### src/design/pgr_pkg.sv
// Shared widths and constants of the polygon grid rasterizer.
package pgr_pkg;

  localparam int COORD_W    = 32;
  localparam int TAG_W      = 24;
  localparam int ROW_BITS_W = 64;
  localparam int ROW_IDX_W  = 6;
  localparam int ORIGIN_W   = 16;
  localparam int DIM_W      = 7;

  // Reset value of the reciprocal bin size (1.0 in 16.16).
  localparam logic [COORD_W-1:0] INV_RESET = 32'h0001_0000;

  // Slope datapath: the magnitude saturates at 2^40.
  localparam int SLOPE_W = 41;
  localparam int M_W     = 42;
  localparam logic [SLOPE_W-1:0] SLOPE_LIMIT = 41'h100_0000_0000;

  // Divider operands: dy shifted up by 16 over dx.
  localparam int DIV_N_W = 48;
  localparam int DIV_D_W = 32;

  // Walk accumulator and bin row values.
  localparam int Y_W    = 50;
  localparam int ROWV_W = 34;
  localparam int PROD_W = 58;

endpackage

### src/design/pgr_div.sv
// Restoring divider for the edge slope, one quotient bit per cycle.
module pgr_div (
  input  logic                        clk,
  input  logic                        rst,
  input  logic                        start,
  input  logic [pgr_pkg::DIV_N_W-1:0] dividend,
  input  logic [pgr_pkg::DIV_D_W-1:0] divisor,
  output logic                        done,
  output logic [pgr_pkg::DIV_N_W-1:0] quotient
);
  import pgr_pkg::*;

  localparam int CNT_W = $clog2(DIV_N_W + 1);

  logic               busy;
  logic [CNT_W-1:0]   cnt;
  logic [DIV_D_W-1:0] rem;
  logic [DIV_D_W-1:0] dsr;
  logic [DIV_N_W-1:0] qreg;
  logic [DIV_D_W:0]   rem_sh;
  logic [DIV_D_W:0]   rem_sub;
  logic               take;

  // Shift in the next dividend bit and try a subtraction.
  assign rem_sh   = {rem, qreg[DIV_N_W-1]};
  assign rem_sub  = rem_sh - {1'b0, dsr};
  assign take     = rem_sh >= {1'b0, dsr};
  assign quotient = qreg;

  // Control of the iteration.
  always_ff @(posedge clk) begin
    if (rst) begin
      busy <= 1'b0;
      done <= 1'b0;
      cnt  <= '0;
    end else begin
      done <= 1'b0;
      if (start) begin
        busy <= 1'b1;
        cnt  <= '0;
      end else if (busy) begin
        if (cnt == CNT_W'(DIV_N_W - 1)) begin
          busy <= 1'b0;
          done <= 1'b1;
        end
        cnt <= cnt + 1'b1;
      end
    end
  end

  // Remainder and quotient shift register.
  always_ff @(posedge clk) begin
    if (start) begin
      rem  <= '0;
      dsr  <= divisor;
      qreg <= dividend;
    end else if (busy) begin
      rem  <= take ? rem_sub[DIV_D_W-1:0] : rem_sh[DIV_D_W-1:0];
      qreg <= {qreg[DIV_N_W-2:0], take};
    end
  end

  // A new start never comes while the divider runs.
  property p_no_restart;
    @(posedge clk) disable iff (rst) busy |-> !start;
  endproperty
  a_no_restart: assert property (p_no_restart) else $error("divider restarted while busy");

  property p_done_pulse;
    @(posedge clk) disable iff (rst) done |=> !done;
  endproperty
  a_done_pulse: assert property (p_done_pulse) else $error("divider done held high");

  property p_done_after_busy;
    @(posedge clk) disable iff (rst) done |-> $past(busy);
  endproperty
  a_done_after_busy: assert property (p_done_after_busy) else $error("done without a run");

endmodule

### config.mk
export PLATFORM = sky130hd
export DESIGN_NAME = pgr_div
export DESIGN_NICKNAME = d
export VERILOG_FILES = /design/src/design/pgr_pkg.sv /design/src/design/pgr_div.sv
export SDC_FILE = /design/constraint.sdc
export NUM_CORES = 1
export LEC_CHECK = 0
export BUFFER_PORTS_ARGS = -buffer_cell sky130_fd_sc_hd__clkbuf_2
export CAP_MARGIN = 0
export CELL_PAD_IN_SITES_DETAIL_PLACEMENT = 0
export CELL_PAD_IN_SITES_GLOBAL_PLACEMENT = 1
export CORE_MARGIN = 1.5
export CORE_UTILIZATION = 40
export DETAILED_ROUTE_END_ITERATION = 8
export GPL_TIMING_DRIVEN = 0
export PLACE_DENSITY_LB_ADDON = 0.05
export SLEW_MARGIN = 10
export SYNTH_ARGS = -nofsm -noshare
export SYNTH_HDL_FRONTEND = slang
export SYNTH_SLANG_ARGS = --single-unit
### constraint.sdc
create_clock -name clk -period 3.45 [get_ports clk]
set_input_delay 0.345 -clock clk [delete_from_list [all_inputs] [get_ports clk]]
set_output_delay 0.345 -clock clk [all_outputs]
set_load 0.02 [all_outputs]
Yosys cells after proc, flatten, opt, wreduce, memory -nomap -nowiden
Index checks and enable logic that the tools add are counted.
- input port bits: 83
- logic and storage cells: 21
- output and inout port bits: 49
- bits in registers: 120
- bitwise operators: 1
- multiplexer cells: 7
- reductions and logical operators: 3
- add/subtract/negate cells: 2
- magnitude comparators: 1
- equality and inequality tests: 1
- operator list (cell ; number):
    $mux W48 ; 2
    $ge A33 B32 Y1 ; 1
    $mux W32 ; 1
    $sub A32 B32 Y32 ; 1
    $add A6 B1 Y6 const B ; 1
    $eq A6 B6 Y1 const B ; 1
    $mux W1 ; 4
    $reduce_or A3 Y1 ; 1
    $reduce_bool A2 Y1 ; 1
    $reduce_or A2 Y1 ; 1
    $not A1 Y1 ; 1

Logic depth before layout (Yosys ltp)
Gate-level depths: netlist of the first run.
- depth after elaboration: 4
- mapped depth: 14
- gate-level depth less buffers: 12

Worst setup path after synthesis of the first run
OpenSTA, ideal clock, no wires.
- kind: register to register
- start: reg qreg[47] (netlist: quotient[47])
- end: reg rem[30]
- clock period less this slack: 2.929 ns
- setup time: 0.091 ns
- data arrival time: 2.838 ns
- stages on the path, launching flop included: 12
- path buffers: 0
- slack: 0.521 ns
- cell sequence: edfxtp_1 inv_1 ha_1 fa_1 nor2b_1 o2111ai_1 a2111oi_2 o31ai_1 a41oi_1 a41oi_1 mux2_2 a311oi_1
- longest elaborated chain between the ends: 2
- elaborated cells on any way between the ends: 3
- those cells by class: add/sub: 1; order compare: 1; mux: 1
- ends and longest elaborated chain (what ; line ; text):
    from (decl) ; pgr_div.sv:19 ; logic [DIV_N_W-1:0] qreg;
    from (signal assigned) ; pgr_div.sv:56 ; qreg <= dividend;
    from (signal assigned) ; pgr_div.sv:59 ; qreg <= {qreg[DIV_N_W-2:0], take};
    $sub A32 B32 Y32 / $ge A33 B32 Y1 (equally long branches) ; pgr_div.sv:26, pgr_div.sv:27 ;
    $mux W32 (*) ; pgr_div.sv:58 ; rem <= take ? rem_sub[DIV_D_W-1:0] : rem_sh[DIV_D_W-1:0];
    to (signal assigned) ; pgr_div.sv:58 ;
    to (decl) ; pgr_div.sv:17 ; logic [DIV_D_W-1:0] rem;
Every way passes the cells marked *; elsewhere a longest branch is shown, timed or not.
A chain may end at the register's enable or synchronous reset.

Worst setup path in the final report of the first run
- start: reg dsr[4]
- end: reg rem[30]
- longest elaborated chain between the ends: 2
- elaborated cells on any way between the ends: 3
- those cells by class: add/sub: 1; order compare: 1; mux: 1
- ends and longest elaborated chain (what ; line ; text):
    from (decl) ; pgr_div.sv:18 ; logic [DIV_D_W-1:0] dsr;
    from (signal assigned) ; pgr_div.sv:55 ; dsr <= divisor;
    $sub A32 B32 Y32 / $ge A33 B32 Y1 (equally long branches) ; pgr_div.sv:26, pgr_div.sv:27 ;
    $mux W32 (*) ; pgr_div.sv:58 ;
Marks and branches as above.

==> run_results.csv, run 1 <==
group,metric,value,unit
status,status,"finished, final reports clean",
finish,fin_area,0.008248,mm²
pwr,worst_ir_drop_vdd,0.3592,mV
route,wl,16850,µm
synth,synthFlopType,"edfxtp_1",
critical_path,r2r_end,"rem[30]",
critical_path,critPathLaunchType,"flop",
critical_path,r2r-start,"dsr[4]",
place,numPortBuffers,131,
hold_path,whs_path_depth,1,
critical_path,worstPathMaxFanout,5,
pwr,p_leak,3.467,nW
finish,n_antenna_cell,0,
critical_path,path_class,"flop to flop",
clock_network,ctsLongestPathBuffers,2,
floorplanning,die_h,132.3,µm
synth,synth_edf_count,80,
sta,fin_crit_sh,92.96,%
route,wl_met3,1287,µm
synth,synth_nets,728,
floorplanning,start_util,40.59,%
floorplanning,rows,47,
finish,drive_gt1_share,29.97,%
critical_path,critPathArrivalTime,3540,ps
finish,syn_to_final_growth,23.42,%
synth,ys_warn_count,0,
critical_path,worstPathRequired,3780,ps
route,dr_wl_met2,7763,µm
synth,ys_seq_elements,120,
route,vias,5085,
hold_path,min_to,"dsr[26]",
sta,timing.fmax,311.8,MHz
sta,slew_violations,0,
global_route,overflow,0,
finish,nFillCells,1564,
clock_network,htree_levels,4,
finish,multi_input_area,0.003213,mm²
pwr,p_per_area,560.3,mW/mm²
global_route,grt_pass1_vias,5392,
floorplanning,dieArea,0.01749,mm²
sta,post-route-min-period,3207,ps
place,placed_area,0.007614,mm²
clock_network,holdBufCountCts,0,
global_route,grt_pass1_wl,27740,µm
clock_network,cts_tree,"yes",
sta,fin_skew,11.11,ps
global_route,antenna_found_initial,0,
critical_path,critPathLaunch,"dsr[4]",
critical_path,end_kind,"flop",
sta,layout_setup_ws,242.8,ps
sta,max_slew_margin,24.61,%
clock_network,cts.clk_slew.worst_paths,60,ps
sta,finalHoldViolations,0,
route,avgRoutedWirePerCell,16.95,µm
hold_path,min_path_type,"input port to flop",
clock_network,cts_made_buffers,17,
synth,ys_seq_area_share,47.93,%
critical_path,ff2ff_path_depth,10,
synth,synthesis.area,0.006683,mm²
global_route,grt_max_degree,49,
clock_network,worstSkewPairLatency,420,ps
place,dpl.hpwl,12200,µm
route,top_layer,"met4",
clock_network,clock_sinks,120,
clock_network,clock-root-buffer,"clkbuf_16",
hold_path,worstHoldStart,"divisor[26]",
floorplanning,core,0.01647,mm²
sta,rsz0062_at_grt,"no",
synth,netlist_instances,611,
finish,final-seq-area,0.003203,mm²
place,gp_congestion,0.8270,
place,post-place-ws,-176.1,ps
critical_path,r2r_slack,240,ps
floorplanning,ioPinCount,132,
synth,yosys.cell_types.count,54,
route,drc,0,
route,dr.first_iter.drc_count,253,
floorplanning,die_x,132.3,µm
global_route,grt_use_total,20.40,%
finish,layout.nets,878,
finish,layout_commonest_cell,"clkbuf_2",
synth,synth_area_per_cell,10.94,µm²
sta,worstMarginPinSlew,1131,ps
clock_network,cts_resized,0,
finish,final_cell_mix,"clkbuf_2 (131), edfxtp_1 (80), mux2_2 (50)",
flow_run,drv_cap,0,
clock_network,post_cts_buffers,0,
route,wl_met1,7701,µm
route,ant_nets,0,
sta,finalSetupViolations,0,
route,first_pass_iters,4,
synth,synth-async-reset-ratio,0,%
route,viasPerCell,5.116,
[cell usage after synthesis, drive strengths merged, types with 2 or more instances]
cell / instances / share of area, %
o21bai: 7 / 0.95
dfxtp: 40 / 12
nand3: 8 / 0.60
nand2b: 7 / 0.66
a31oi: 7 / 0.97
a41oi: 3 / 0.51
o211ai: 5 / 0.64
mux2: 51 / 8.6
a311oi: 2 / 0.26
inv: 40 / 2.2
o31ai: 3 / 0.34
or2: 4 / 0.37
buf: 6 / 0.80
clkbuf: 25 / 1.4
ha: 33 / 6.2
and3: 2 / 0.19
a2111oi: 3 / 0.77
or3: 2 / 0.19
mux2i: 28 / 4.2
xnor2: 17 / 2.2
o21a: 9 / 1.0
nand4: 11 / 1.0
edfxtp: 80 / 36
a21o: 12 / 1.3
a211oi: 25 / 2.8
nand2: 40 / 2.2
xor2: 14 / 1.8
nor3: 6 / 0.45
o21ai: 13 / 0.97
a21oi: 41 / 3.1
nor2: 49 / 2.8
o2bb2ai: 2 / 0.26
nor2b: 5 / 0.47
[cell families (layout without fill, tap and decap cells)]
group	after synthesis	count (layout)	synth area share, %
buf+inv	71	234	4.456
xor+xnor	31	31	4.063
flops	120	120	47.93
simple gates	137	137	9.362
compound gates	139	139	14.92
fa+ha+maj	34	34	6.478
mux	79	79	12.79
[metrics by stage]
step	std cells	TNS [ps]	power (mW)	hold slack [ps]	util [%]
after floorplan	611	0	2.512	417.4	-
after global placement	962	-1230	2.802	464.9	46.24
after detailed placement	962	-8297	2.811	482.7	46.24
after CTS	994	0	4.663	76.65	49.90
after global routing	994	0	4.858	72.21	50.09
final	994	0	4.621	95.99	50.09
[routing by layer]
layer	vias to the layer above	GRT usage, %
met5	-	0
met3	8	8.074
met2	144	32.26
li1	2544	-
met4	0	6.166
met1	2389	25.79
[critical path, cell delays in order (launching register included)]
cell and delay, ps:
edfxtp_1 320, inv_1 40, ha_1 350, a21o_1 210
a21oi_1 360, a2111oi_4 150, o31ai_1 510, a41oi_2 240
a41oi_1 310, mux2_2 360, a311oi_1 260
[registers in the layout, summed over array words and instances, names as in the netlist]
register	cells
quotient	48
cnt	6
rem	32
done	1
busy	1
dsr	32
[where the power goes]
group	switching [mW]	internal [mW]
logic	0.606	0.426
clock network	0.696	1.14
registers	0.0714	1.69
[how the worst max path moves through the flow]
stage | endpoint | slack (ps)
after floorplan | rem[30] | 520
after global placement | quotient[28] | -30
after detailed placement | quotient[28] | -180
after CTS | rem[30] | 100
after global routing | rem[30] | 50
final | rem[30] | 240
[cell type report]
type / instances / share of cell area, %
Inverter: 40 / 1.820
Clock inverter: 15 / 2.154
Tap cell: 220 / 3.337
Clock buffer: 17 / 5.158
Buffer: 31 / 1.790
Sequential cell: 120 / 38.83
Multi-Input combinational cell: 420 / 38.96
Timing Repair Buffer: 131 / 7.949
No activity file was read; power rests on OpenSTA's default activity.
==> run 2: changes to the inputs <==
--- a/config.mk
+++ b/config.mk
@@ -5,12 +5,13 @@
 export SDC_FILE = /design/constraint.sdc
 export NUM_CORES = 1
 export LEC_CHECK = 0
+export ABC_AREA = 1
 export BUFFER_PORTS_ARGS = -buffer_cell sky130_fd_sc_hd__clkbuf_2
 export CAP_MARGIN = 0
 export CELL_PAD_IN_SITES_DETAIL_PLACEMENT = 0
 export CELL_PAD_IN_SITES_GLOBAL_PLACEMENT = 1
 export CORE_MARGIN = 1.5
-export CORE_UTILIZATION = 40
+export CORE_UTILIZATION = 41
 export DETAILED_ROUTE_END_ITERATION = 8
 export GPL_TIMING_DRIVEN = 0
 export PLACE_DENSITY_LB_ADDON = 0.05
==> run 2 against run 1 <==
Net effect:
- worst hold slack improved by 2.0 ps
- utilization grew 0.28 points
- sequential power is 4% lower
- die area rose by 10%
- register-to-register slack better by 850 ps
- sequential share of layout area down 3.6 points
- clock-buffer cell count unchanged
- critical path depth is 5 higher
- non-clock buffer count shrank 5
- critical endpoint is now rem[23]
==> run_results.csv, run 2 <==
group,metric,value,unit
global_route,grt_use_total,22.20,%
floorplanning,rows,49,
critical_path,end_kind,"flop",
clock_network,clock-root-buffer,"clkbuf_16",
floorplanning,ioPinCount,132,
critical_path,max_stage_delay,330,ps
flow_run,drv_cap,0,
synth,synthFlopType,"edfxtp_1",
clock_network,worstSkewPairLatency,420,ps
sta,setup_tns,0,ps
sta,layout_setup_ws,1094,ps
sta,finalHoldViolations,0,
critical_path,crit_top_cell,"nand2_1",
route,first_pass_iters,4,
synth,synthTopCellsByArea,"edfxtp_1 (32%), nand2_1 (23%), dfxtp_1 (11%)",
critical_path,r2r_slack,1090,ps
finish,layout.nets,1335,
sta,holdWs,97.98,ps
pwr,p_leak,4.872,nW
finish,fin_cells,1460,
synth,netlist_instances,1068,
route,drc,0,
synth,synth_common_cells,"nand2_1 (457), inv_1 (181), nand3_1 (83), edfxtp_1 (80), nor2_1 (47)",
status,status,"finished, final reports clean",
place,numPortBuffers,131,
clock_network,holdBufCountCts,0,
sta,rsz0062_at_grt,"no",
synth,yosysMostFrequentCell,"nand2_1",
global_route,overflow,0,
sta,fin_crit_sh,68.28,%
sta,worstMarginPinSlew,955.2,ps
synth,ys_seq_area_share,42.34,%
synth,synth-async-reset-ratio,0,%
critical_path,ff2ff_path_depth,15,
place,post-place-ws,586.0,ps
finish,syn_to_final_growth,19.99,%
synth,ys_warn_count,0,
sta,slew_violations,0,
place,gp_congestion,0.9162,
sta,timing.fmax,424.5,MHz
critical_path,path_class,"flop to flop",
global_route,grt_max_degree,58,
route,ant_nets,0,
hold_path,min_path_type,"input port to flop",
floorplanning,die_h,138.8,µm
pwr,worst_ir_drop_vdd,0.5215,mV
critical_path,worstPathMaxFanout,10,
floorplanning,die_x,138.8,µm
hold_path,whs_path_depth,1,
synth,synth_top_area_share,31.75,%
global_route,grt_pass1_vias,6539,
route,wl,20650,µm
critical_path,critPathArrivalTime,2670,ps
global_route,grt_pass1_wl,33620,µm
finish,drive_gt1_share,15.84,%
floorplanning,core,0.01802,mm²
clock_network,cts.clk_slew.worst_paths,60,ps
clock_network,cts_tree,"yes",
clock_network,cts_resized,0,
critical_path,crit_chain,"inv_1 > ha_1 > nand2_1 > inv_1 > nand2_1 > nand2_1 > inv_1 > nand3_2 > nand2_1 > nand2_1 > nand2_4 > buf_2 > nand3b_1 > nand3_1 > nand2_1",
clock_network,post_cts_buffers,0,
synth,synth_edf_count,80,
floorplanning,start_util,41.98,%
pwr,p_per_area,430.7,mW/mm²
clock_network,cts_made_buffers,17,
route,viasPerCell,4.657,
route,dr.first_iter.drc_count,337,
critical_path,worstPathRequired,3760,ps
synth,synthesis.area,0.007566,mm²
critical_path,r2r-start,"dsr[8]",
critical_path,critPathLaunchType,"flop",
clock_network,htree_levels,4,
finish,largest_reg_flops,48,
sta,fin_skew,10.95,ps
clock_network,ctsLongestPathBuffers,2,
synth,yosys.cell_types.count,37,
finish,layout_commonest_cell,"nand2_1",
sta,finalSetupViolations,0,
clock_network,clock_sinks,120,
place,dpl.hpwl,15870,µm
sta,post-route-min-period,2356,ps
critical_path,r2r_end,"rem[23]",
critical_path,cp_slowest_cell,"ha_1",
floorplanning,dieArea,0.01928,mm²
place,dp.cells,1428,
global_route,antenna_found_initial,0,
hold_path,worstHoldStart,"divisor[11]",
sta,max_slew_margin,36.32,%
synth,synth_area_per_cell,7.084,µm²
hold_path,min_to,"dsr[11]",
finish,final_cell_mix,"nand2_1 (457), inv_1 (181), clkbuf_2 (131)",
synth,ys_seq_elements,120,
synth,synth_largest_area_cell,"edfxtp_1",
finish,n_antenna_cell,0,
synth,synth_nets,1185,
route,vias,6799,
route,avgRoutedWirePerCell,14.14,µm
[run 2: cell count changes in the layout (fill, tap and decap cells not counted), sizes merged, moves of 18 or more]
| cell | change |
|---|---|
| nand2 | +427 |
| a211oi | -25 |
| nand3 | +76 |
| mux2 | -51 |
| inv | +147 |
| a21oi | -18 |
| mux2i | -28 |
[run 2: area by class of cell]
cell class                      instances  area [µm²]
Buffer                                 26       156.4
Clock buffer                           17       425.4
Clock inverter                         15       141.4
Fill cell                            1884        8946
Inverter                              187       701.9
Multi-Input combinational cell        735        3508
Sequential cell                       120        3203
Tap cell                              229       286.5
Timing Repair Buffer                  131       655.6
[run 2: power by group]
part           internal (mW)  switching, mW  total, mW
combinational          0.164          0.325      0.489
sequential              1.65         0.0448       1.69
clock                   1.00          0.726       1.73
[run 2: kinds of logic (layout without fill, tap and decap cells)]
| kind of cell | Yosys count | in the layout | synth area share, % |
|---|---|---|---|
| compound gates | 49 | 49 | 3.489 |
| xor+xnor | 14 | 14 | 1.621 |
| buf+inv | 213 | 376 | 11.29 |
| simple gates | 638 | 638 | 35.54 |
| fa+ha+maj | 34 | 34 | 5.722 |
| flops | 120 | 120 | 42.34 |
[run 2: metrics by stage]
stage | power, mW | utilization (%) | instance area [µm²]
after floorplan | 2.024 | - | 7566
after global placement | 2.214 | 47.20 | 8508
after detailed placement | 2.214 | 47.22 | 8512
after CTS | 3.963 | 50.37 | 9079
after global routing | 4.090 | 50.37 | 9079
final | 3.910 | 50.37 | 9079
[run 2: per-layer routing]
layer | routed length (µm) | part of all wire, % | track usage [%]
met1 | 9567 | 46 | 28.80
met5 | 0 | 0 | 0
met4 | 412 | 2.0 | 6.908
met3 | 1212 | 5.9 | 6.354
met2 | 9458 | 46 | 35.90
[run 2: how the worst max path moves through the flow]
| stage | endpoint | cells after the start | startpoint | slack (ps) |
|---|---|---|---|---|
| 4_1_cts | quotient[42] | 5 | start | 1020 |
| 3_5_place_dp | quotient[36] | 5 | start | 590 |
| 6_report | rem[23] | 15 | dsr[8] | 1090 |
| 3_3_place_gp | quotient[36] | 5 | start | -1090 |
| 2_1_floorplan | quotient[0] | 4 | start | 760 |
| 5_1_grt | rem[23] | 15 | dsr[7] | 850 |
[run 2: critical path, delay by kind of cell (launching register included)]
| kind | cells | cell delay [ps] |
|---|---|---|
| buffers and inverters | 4 | 490 |
| adders and majority gates | 1 | 330 |
| DFF | 1 | 320 |
| and+or+nand+nor | 10 | 1090 |
